**config.mk**
```make
export PLATFORM = sky130hd
export DESIGN_NAME = cosine_similarity_stream_top
export DESIGN_NICKNAME = d
export VERILOG_FILES = /design/src/sv/css_pkg.sv /design/src/sv/cosine_similarity_stream_top.sv
export SDC_FILE = /design/constraint.sdc
export NUM_CORES = 2
export LEC_CHECK = 0
export BUFFER_PORTS_ARGS = -buffer_cell sky130_fd_sc_hd__buf_2
export CAP_MARGIN = 15
export CELL_PAD_IN_SITES_DETAIL_PLACEMENT = 1
export CELL_PAD_IN_SITES_GLOBAL_PLACEMENT = 1
export CORE_UTILIZATION = 45
export DETAILED_ROUTE_END_ITERATION = 7
export PLACE_DENSITY = 0.7
export RECOVER_POWER = 25
export SYNTH_ARGS = -nofsm -noshare
export SYNTH_HDL_FRONTEND = slang
export SYNTH_SLANG_ARGS = --single-unit
```
**constraint.sdc**
```tcl
create_clock -name clock -period 12.4 [get_ports clock]
set_input_delay 1.24 -clock clock [delete_from_list [all_inputs] [get_ports clock]]
set_output_delay 1.24 -clock clock [all_outputs]
set_load 0.05 [all_outputs]
```
**src/sv/css_pkg.sv**
```systemverilog
// css_pkg: item types, sequencer states and fixed constants for the
// cosine similarity stream block. No dependencies.
`default_nettype none
package css_pkg;

   localparam int ELEM_W    = 16;
   localparam int SRCH_BITS = 14;
   localparam int CMP_SH    = 2 * SRCH_BITS;
   localparam int Q_W       = SRCH_BITS + 1;
   localparam int K_W       = $clog2(SRCH_BITS);
   localparam logic [Q_W-1:0] Q_ONE = Q_W'(1) << SRCH_BITS;

   typedef struct packed {
      logic signed [ELEM_W-1:0] a_elem;
      logic signed [ELEM_W-1:0] b_elem;
      logic                     last;
   } req_type;

   typedef struct packed {
      logic signed [ELEM_W-1:0] cosine;
      logic                     degenerate;
   } rsp_type;

   typedef enum logic [2:0] {
      ST_IDLE,
      ST_START,
      ST_MUL_P,
      ST_MUL_D,
      ST_CHECK,
      ST_SRCH_A,
      ST_SRCH_B,
      ST_SRCH_C
   } state_type;

endpackage
`default_nettype wire

```
**src/sv/cosine_similarity_stream_top.sv**
```systemverilog
// cosine_similarity_stream_top: streaming cosine similarity, Q1.15 in, Q2.14 out.
// Depends on css_pkg (item types, states, constants).
//
//   channel | ports                    | handshake
//   req     | start, busy, req_item    | taken when start && !busy
//   rsp     | rsp_strobe, rsp_item     | one-cycle strobe, no backpressure
//
// Pairs that are not last are taken back to back, one per cycle, while busy is low.
// A last pair holds busy through one setup state, two NW-step shift-add
// multiplications on the shared adder (norm product, then dot squared), one clamp
// check, then three search states per result bit over 14 bits. A zero norm holds
// busy only for setup, a clamped result to the check. The result strobes as busy drops.
// Synchronous reset clears the sums and the sequencer.
`default_nettype none
module cosine_similarity_stream_top #(
   parameter int MAX_LEN = 1024
) (
   input  wire                  clock,
   input  wire                  reset,
   input  wire                  start,
   output logic                 busy,
   input  css_pkg::req_type     req_item,
   output logic                 rsp_strobe,
   output css_pkg::rsp_type     rsp_item
);

   localparam int NW    = $clog2(MAX_LEN) + 31;
   localparam int DW    = NW + 1;
   localparam int SW    = DW + 1;
   localparam int PW    = 2 * NW;
   localparam int CW    = PW + css_pkg::CMP_SH;
   localparam int CNT_W = $clog2(NW);
   localparam logic [SW-1:0] LIM = SW'(MAX_LEN) << 30;

   css_pkg::state_type state_ff, state_in;

   logic signed [DW-1:0] dot_ff, dot_in;
   logic [NW-1:0]        na_ff, na_in, nb_ff, nb_in;
   logic [PW-1:0]        mcand_ff, mcand_in;
   logic [NW-1:0]        mplier_ff, mplier_in;
   logic [NW-1:0]        dmag_ff, dmag_in;
   logic                 neg_ff, neg_in;
   logic [PW-1:0]        p_ff, p_in;
   logic [CW-1:0]        r_ff, r_in;
   logic [CW-1:0]        work_ff, work_in;
   logic [CW-1:0]        s_ff, s_in;
   logic [CW-1:0]        qk_ff, qk_in;
   logic [CW-1:0]        pk_ff, pk_in;
   logic [css_pkg::Q_W-1:0] q_ff, q_in;
   logic [CNT_W-1:0]     cnt_ff, cnt_in;
   logic                 strobe_ff, strobe_in;
   css_pkg::rsp_type     rsp_ff, rsp_in;

   logic signed [31:0]   prod_ab, prod_aa, prod_bb;
   logic signed [SW-1:0] dsum;
   logic [NW:0]          nasum, nbsum;
   logic [CW-1:0]        add_a, add_b, add_sum;
   logic                 fits;
   logic                 take;
   logic                 mul_end;

   assign take    = start && (state_ff == css_pkg::ST_IDLE);
   assign busy    = (state_ff != css_pkg::ST_IDLE);
   assign mul_end = (cnt_ff == CNT_W'(NW - 1));

   always_comb begin
      prod_ab = req_item.a_elem * req_item.b_elem;
      prod_aa = req_item.a_elem * req_item.a_elem;
      prod_bb = req_item.b_elem * req_item.b_elem;
      dsum    = SW'(dot_ff) + SW'(prod_ab);
      nasum   = {1'b0, na_ff} + (NW + 1)'(prod_aa[30:0]);
      nbsum   = {1'b0, nb_ff} + (NW + 1)'(prod_bb[30:0]);
   end

   // shared adder
   always_comb begin
      add_a = work_ff;
      add_b = '0;
      unique case (state_ff)
         css_pkg::ST_MUL_P, css_pkg::ST_MUL_D: begin
            add_a = work_ff;
            add_b = mplier_ff[0] ? CW'(mcand_ff) : '0;
         end
         css_pkg::ST_SRCH_A: begin
            add_a = s_ff;
            add_b = qk_ff;
         end
         css_pkg::ST_SRCH_B: begin
            add_a = work_ff;
            add_b = pk_ff;
         end
         css_pkg::ST_SRCH_C: begin
            add_a = qk_ff >> 1;
            add_b = fits ? pk_ff : '0;
         end
         default: begin
            add_a = work_ff;
            add_b = '0;
         end
      endcase
      add_sum = add_a + add_b;
   end

   assign fits = (work_ff <= r_ff);

   always_ff @(posedge clock) begin
      if (reset) begin
         state_ff  <= css_pkg::ST_IDLE;
         strobe_ff <= 1'b0;
         dot_ff    <= '0;
         na_ff     <= '0;
         nb_ff     <= '0;
      end else begin
         state_ff  <= state_in;
         strobe_ff <= strobe_in;
         dot_ff    <= dot_in;
         na_ff     <= na_in;
         nb_ff     <= nb_in;
      end
   end

   always_ff @(posedge clock) begin
      mcand_ff  <= mcand_in;
      mplier_ff <= mplier_in;
      dmag_ff   <= dmag_in;
      neg_ff    <= neg_in;
      p_ff      <= p_in;
      r_ff      <= r_in;
      work_ff   <= work_in;
      s_ff      <= s_in;
      qk_ff     <= qk_in;
      pk_ff     <= pk_in;
      q_ff      <= q_in;
      cnt_ff    <= cnt_in;
      rsp_ff    <= rsp_in;
   end

   always_comb begin
      state_in  = state_ff;
      strobe_in = 1'b0;
      dot_in    = dot_ff;
      na_in     = na_ff;
      nb_in     = nb_ff;
      mcand_in  = mcand_ff;
      mplier_in = mplier_ff;
      dmag_in   = dmag_ff;
      neg_in    = neg_ff;
      p_in      = p_ff;
      r_in      = r_ff;
      work_in   = work_ff;
      s_in      = s_ff;
      qk_in     = qk_ff;
      pk_in     = pk_ff;
      q_in      = q_ff;
      cnt_in    = cnt_ff;
      rsp_in    = rsp_ff;

      unique case (state_ff)
         css_pkg::ST_IDLE: begin
            if (take) begin
               if (dsum > $signed(LIM)) begin
                  dot_in = DW'($signed(LIM));
               end else if (dsum < -$signed(LIM)) begin
                  dot_in = DW'(-$signed(LIM));
               end else begin
                  dot_in = DW'(dsum);
               end
               na_in = (nasum > (NW + 1)'(LIM)) ? NW'(LIM) : NW'(nasum);
               nb_in = (nbsum > (NW + 1)'(LIM)) ? NW'(LIM) : NW'(nbsum);
               if (req_item.last) begin
                  state_in = css_pkg::ST_START;
               end
            end
         end
         css_pkg::ST_START: begin
            neg_in    = dot_ff[DW-1];
            dmag_in   = dot_ff[DW-1] ? NW'(-dot_ff) : NW'(dot_ff);
            mcand_in  = PW'(na_ff);
            mplier_in = nb_ff;
            work_in   = '0;
            cnt_in    = '0;
            dot_in    = '0;
            na_in     = '0;
            nb_in     = '0;
            if (na_ff == '0 || nb_ff == '0) begin
               rsp_in.cosine     = '0;
               rsp_in.degenerate = 1'b1;
               strobe_in         = 1'b1;
               state_in          = css_pkg::ST_IDLE;
            end else begin
               state_in = css_pkg::ST_MUL_P;
            end
         end
         css_pkg::ST_MUL_P: begin
            work_in   = add_sum;
            mcand_in  = mcand_ff << 1;
            mplier_in = mplier_ff >> 1;
            cnt_in    = cnt_ff + CNT_W'(1);
            if (mul_end) begin
               p_in      = add_sum[PW-1:0];
               mcand_in  = PW'(dmag_ff);
               mplier_in = dmag_ff;
               work_in   = '0;
               cnt_in    = '0;
               state_in  = css_pkg::ST_MUL_D;
            end
         end
         css_pkg::ST_MUL_D: begin
            work_in   = add_sum;
            mcand_in  = mcand_ff << 1;
            mplier_in = mplier_ff >> 1;
            cnt_in    = cnt_ff + CNT_W'(1);
            if (mul_end) begin
               r_in     = {add_sum[PW-1:0], {css_pkg::CMP_SH{1'b0}}};
               state_in = css_pkg::ST_CHECK;
            end
         end
         css_pkg::ST_CHECK: begin
            if ({p_ff, {css_pkg::CMP_SH{1'b0}}} <= r_ff) begin
               rsp_in.cosine     = neg_ff ? -css_pkg::ELEM_W'(css_pkg::Q_ONE)
                                          : css_pkg::ELEM_W'(css_pkg::Q_ONE);
               rsp_in.degenerate = 1'b0;
               strobe_in         = 1'b1;
               state_in          = css_pkg::ST_IDLE;
            end else begin
               s_in     = '0;
               qk_in    = '0;
               pk_in    = CW'({p_ff, {(css_pkg::CMP_SH - 2){1'b0}}});
               q_in     = '0;
               cnt_in   = CNT_W'(css_pkg::SRCH_BITS - 1);
               state_in = css_pkg::ST_SRCH_A;
            end
         end
         css_pkg::ST_SRCH_A: begin
            work_in  = add_sum;
            state_in = css_pkg::ST_SRCH_B;
         end
         css_pkg::ST_SRCH_B: begin
            work_in  = add_sum;
            state_in = css_pkg::ST_SRCH_C;
         end
         css_pkg::ST_SRCH_C: begin
            qk_in = add_sum;
            pk_in = pk_ff >> 2;
            if (fits) begin
               s_in = work_ff;
               q_in[cnt_ff[css_pkg::K_W-1:0]] = 1'b1;
            end
            if (cnt_ff == '0) begin
               rsp_in.cosine     = neg_ff ? -css_pkg::ELEM_W'(q_in)
                                          : css_pkg::ELEM_W'(q_in);
               rsp_in.degenerate = 1'b0;
               strobe_in         = 1'b1;
               state_in          = css_pkg::ST_IDLE;
            end else begin
               cnt_in   = cnt_ff - CNT_W'(1);
               state_in = css_pkg::ST_SRCH_A;
            end
         end
         default: begin
            state_in = css_pkg::ST_IDLE;
         end
      endcase
   end

   assign rsp_strobe = strobe_ff;
   assign rsp_item   = rsp_ff;

endmodule
`default_nettype wire

```
-- Word level (Yosys, flattened, before mapping)
Index checks and enable logic that the tools add are counted.
- $add $sub $neg: 8
- multiply operators: 3
- magnitude comparators: 8
- equal/unequal tests: 18
- muxes and demuxes: 55
- bitwise gates (word level): 1
- reduce and logical (&&, ||, !) cells: 24
- operators by type and width (cell ; number):
    case mux 110 bit (2 select lines) ; 4
    2-to-1 mux 110 bit ; 5
    case mux 110 bit (4 select lines) ; 1
    case mux 110 bit (3 select lines) ; 1
    2-to-1 mux 41 bit ; 6
    case mux 82 bit (3 select lines) ; 1
    less-or-equal comparator 110 bit ; 2
    2-to-1 mux 82 bit ; 2
    case mux 41 bit (2 select lines) ; 2
    2-to-1 mux 42 bit ; 3
    case mux 41 bit (3 select lines) ; 1
    adder 110 bit ; 1
    adder 41 x 31 -> 42 bit ; 2
    > comparator 42 x 41 -> 1 bit, second input constant ; 2
    case mux 42 bit (2 select lines) ; 1
    zero test 41 bit ; 2
    multiplier 16 x 16 -> 31 bit ; 2
    2-to-1 mux 17 bit ; 3
    case mux 17 bit (3 select lines) ; 1
    2-to-1 mux 15 bit ; 3
    adder 42 x 32 -> 43 bit ; 1
    > comparator 43 x 42 -> 1 bit, second input constant ; 1
    < comparator 43 x 41 -> 1 bit, second input constant ; 1
    negator 41 bit ; 1
    other kinds (34) ; 68
- register bits after elaboration: 935
- bits of input ports: 36

-- Longest topological paths before layout
- depth after elaboration: 11
- mapped depth: 41
- depth with buffers taken out: 39

-- Least setup slack after synthesis
Ideal clock, no wire load.
- kind: register to register
- from: register work_ff[91]
- to: register s_ff[0] (enable)
- setup time: 0.731 ns
- arrival time: 9.910 ns
- data required time: 11.669 ns
- setup slack: 1.759 ns
- cell stages (with the launch flop): 8
- path through: edfxtp_1 -> ha_1 -> nand4_1 -> or4_1 -> or2_2 -> nor4b_1 -> a31oi_2 -> o21ai_0
- word-level cells in the longest chain between the ends: 3
- ends and longest elaborated chain (element ; RTL line ; text):
    from (decl) ; cosine_similarity_stream_top.sv:45 ; logic [CW-1:0] work_ff, work_in;
    from (signal assigned) ; cosine_similarity_stream_top.sv:129 ; work_ff <= work_in;
    less-or-equal comparator 110 bit ; cosine_similarity_stream_top.sv:104 ; assign fits = (work_ff <= r_ff);
    != test 2 bit (no line) ; n/a ;
    AND reduction 3 bit (no line) ; n/a ;
    to (signal assigned) ; cosine_similarity_stream_top.sv:130 ; s_ff <= s_in;
    to (decl) ; cosine_similarity_stream_top.sv:46 ; logic [CW-1:0] s_ff, s_in;
Every way passes these cells.
A chain may end at the register's enable or synchronous reset.

-- Worst setup path after layout
- from: register state_ff[1]
- to: register work_ff[103], data pin
- word-level cells in the longest chain between the ends: 6
- elaborated cells on any way between the ends: 13
- ends and longest elaborated chain (element ; RTL line ; text):
    from (decl) ; cosine_similarity_stream_top.sv:35 ; css_pkg::state_type state_ff, state_in;
    from (signal assigned) ; cosine_similarity_stream_top.sv:108 ; state_ff <= css_pkg::ST_IDLE;
    from (signal assigned) ; cosine_similarity_stream_top.sv:114 ; state_ff <= state_in;
    == test 3 x 2 -> 1 bit ; cosine_similarity_stream_top.sv:79, cosine_similarity_stream_top.sv:158 ;
    OR reduction 2 bit ; cosine_similarity_stream_top.sv:79 ; unique case (state_ff)
    case mux 110 bit (4 select lines) ; cosine_similarity_stream_top.sv:79 ;
    adder 110 bit ; cosine_similarity_stream_top.sv:101 ; add_sum = add_a + add_b;
    2-to-1 mux 110 bit ; cosine_similarity_stream_top.sv:199 ; if (mul_end) begin
    case mux 110 bit (3 select lines) (*) ; cosine_similarity_stream_top.sv:158 ; unique case (state_ff)
    net work_in[103] ; cosine_similarity_stream_top.sv:45 ;
The timed path passes the listed nets; every way through them passes the cells marked *.

==> flow_metrics.py <==
metrics = {
    "clock_network": {
        "clock_tree.buffer_depth": 3,
        "cts_inserted_buffers": 101,
        "post_cts_resized": 0,
        "root_buffer": "clkbuf_16",
        "cts.sinks": 933,
        "cts_hold_buf": 0,
        "htree_levels": 3,
        "post_cts_buffers": 0,
        "clk_latency_ns": 0.74,
        "path_clk_slew_ns": 0.07,
        "cts_tree": "yes",
    },
    "timing": {
        "final.min_clock_period_ns": 10.80,
        "setup_viol": 0,
        "fin_crit_sh": 0.871,
        "slew_headroom": -2.07,
        "fin_hold_ws_ns": 0.516,
        "fin_worst_skew_ns": 0.0299,
        "rsz0062_at_grt": "false",
        "finalSetupTns_ns": 0,
        "fmax_ghz": 0.0926,
        "maxSlewViolCount": 686,
        "timing_worst_slew_pin_value_ns": 4.61,
        "finalHoldViolations": 0,
    },
    "worst_hold_path": {
        "hp-start": "na_ff[7]",
        "holdPathStages": 2,
        "hold_end": "na_ff[7]",
        "hold_class": "flip-flop to flip-flop",
    },
    "die": {
        "die_h_microns": 434,
        "die_x_microns": 434,
        "pin_count": 55,
        "start_util": 0.453,
        "die_area_sq_um": 188000,
        "rows": 158,
        "core_sq_um": 185000,
    },
    "synth": {
        "synth.area.top_cells": "edfxtp_1, fa_1, ha_1",
        "yosysSeqAreaShare": 0.319,
        "ys_warn_count": 0,
        "synthesis.nets": 10200,
        "ys_ff_latch": 933,
        "dominantRegCellSynth": "edfxtp_1",
        "synth-edff-count": 805,
        "synth_top_area_share": 0.288,
        "avgSynthCellArea_sq_um": 9.63,
        "netlist_area_sq_um": 83900,
        "async_flop_share": 0,
        "yosysTopAreaCell": "edfxtp_1",
        "synthCells": 8707,
        "synth_cell_types": 91,
    },
    "final_layout": {
        "final_common_cell": "inv_1",
        "area_delta_synth_final_pct": 7.25,
        "fin_nets": 10000,
        "layout_common_cells": "inv_1, nand2_1, edfxtp_1, fa_1, ha_1",
        "fill_cells": 20900,
        "layout-drive-gt1-share": 0.0442,
        "fin_util": 0.486,
        "layout.cells.non_filler": 11100,
    },
    "critical_path": {
        "path_max_fanout": 35,
        "cp.arrival_ns": 11.41,
        "worstSetupPathType": "flip-flop to flip-flop",
        "cp-end-kind": "flip-flop",
        "timing.rr.end": "work_ff[103]",
        "ff2ff_setup_slack_ns": 1.60,
        "worstReg2RegStart": "state_ff[1]",
        "r2r_cells": 17,
        "slowest_delay_ns": 2.23,
        "crit_required_ns": 13.01,
        "critPathSlowestCell": "clkbuf_1",
        "cp_common_cell": "o21ai_0",
        "cp-start-kind": "flip-flop",
        "crit_path_cell_trace": "buf_4 -> clkbuf_1 -> mux2i_1 -> o21ai_0 -> ha_1 -> nand2_1 -> o21ai_0 -> o21a_1 -> o21ai_0 -> a311oi_1 -> o21bai_1 -> a211oi_1 -> a21boi_1 -> o41ai_2 -> a41oi_1 -> or4_1 -> nand3_1",
    },
    "job": {
        "drv_cap": 13,
    },
    "routing": {
        "wl_per_cell_microns": 24.0,
        "vias": 63900,
        "drt_iter0_markers": 4646,
        "ant_nets": 0,
        "drcViolationCount": 20,
        "wirelength_microns": 267000,
        "vias_per_cell": 5.75,
        "drtPass1Iterations": 8,
    },
    "place": {
        "io_buffers": 54,
        "dp_hpwl_microns": 205000,
        "gp_congestion": 0.911,
        "dp_cells": 10900,
    },
    "run_status": {
        "violations": "DRC, capacitance limit, slew limit",
        "status": "finished, violations left",
    },
    "global_routing": {
        "grt_max_degree": 119,
        "grt_pass1_wl_microns": 411000,
        "grt_pass1_vias": 69000,
        "grt_use_total": 0.284,
        "grt_overflow": 0,
        "antenna_found_initial": 2,
    },
}
registers in the layout, indices dropped and copies added (netlist names), 42 cells and up:
register / flops
dot_ff: 42
mcand_ff: 82
p_ff: 82
pk_ff: 108
qk_ff: 110
r_ff: 82
s_ff: 110
work_ff: 110
final cells by class:
cell class | instances | area (sq um) | area share
flip-flops and latches | 933 | 26700 | 0.297
clock inverters | 55 | 658 | 0.00732
repair buffers | 155 | 973 | 0.0108
clock buffers | 134 | 2790 | 0.0311
multi-input cells | 6075 | 50800 | 0.565
inverters | 1291 | 4850 | 0.0539
well taps | 2480 | 3100 | 0.0345
diodes | 2 | 5.00 | 0.0000556
per-layer routing:
metal	share of wire	up-vias	track usage	routed length, microns
li1	-	29000	-	-
met1	0.42	33000	0.364	113000
met2	0.50	1494	0.496	133000
met3	0.040	410	0.0248	10600
met4	0.041	0	0.107	10800
met5	0	-	0	0
metrics by stage:
stage                     worst slack, ns  instance area (sq um)
after global routing                 1.18                  89900
after detailed placement             1.05                  86600
final                                1.60                  89900
after floorplan                      1.76                  83900
after global placement               1.35                  86600
after CTS                            1.82                  90000
worst max-delay path, delay by kind of cell (launching register included):
| kind | cells | cell delay, ns |
|---|---|---|
| buffers and inverters | 2 | 2.90 |
| AOI/OAI and AO/OA | 10 | 4.19 |
| and+or+nand+nor | 3 | 0.83 |
| DFF | 1 | 1.85 |
| muxes | 1 | 0.36 |
| adders and majority gates | 1 | 0.47 |
cells in the mapped netlist, drive strengths merged, types with 120 or more instances:
| library cell | n |
|---|---|
| inv | 1287 |
| nand2 | 994 |
| edfxtp | 805 |
| fa | 796 |
| ha | 639 |
| nor2 | 563 |
| a21oi | 462 |
| o21ai | 402 |
| clkbuf | 377 |
| and2 | 340 |
| xnor2 | 246 |
| a21o | 176 |
| dfxtp | 128 |
| mux2i | 120 |
how the worst max path moves through the flow:
stage / slack (ns) / start / endpoint / cells after the start
finish: 1.60 / state_ff[1] / work_ff[103] / 17
CTS: 1.82 / req_item[18] / na_ff[34] / 37
global route: 1.18 / req_item[18] / na_ff[34] / 37
global placement: 1.35 / req_item[18] / na_ff[34] / 37
detailed placement: 1.05 / req_item[18] / na_ff[34] / 37
floorplan: 1.76 / work_ff[91] / s_ff[0] / 7
kinds of logic after synthesis:
| group | Yosys count | share of synthesized area |
|---|---|---|
| AOI/OAI and AO/OA | 1617 | 0.126 |
| xor gates and xnor gates | 349 | 0.0365 |
| adders and majority gates | 1435 | 0.285 |
| buffers and inverters | 1699 | 0.0764 |
| DFF | 933 | 0.319 |
| muxes | 123 | 0.0147 |
| and+or+nand+nor | 2551 | 0.142 |
Power is not shown: default switching activity piles up to over one toggle a cycle in this logic, so the estimate is an artifact.
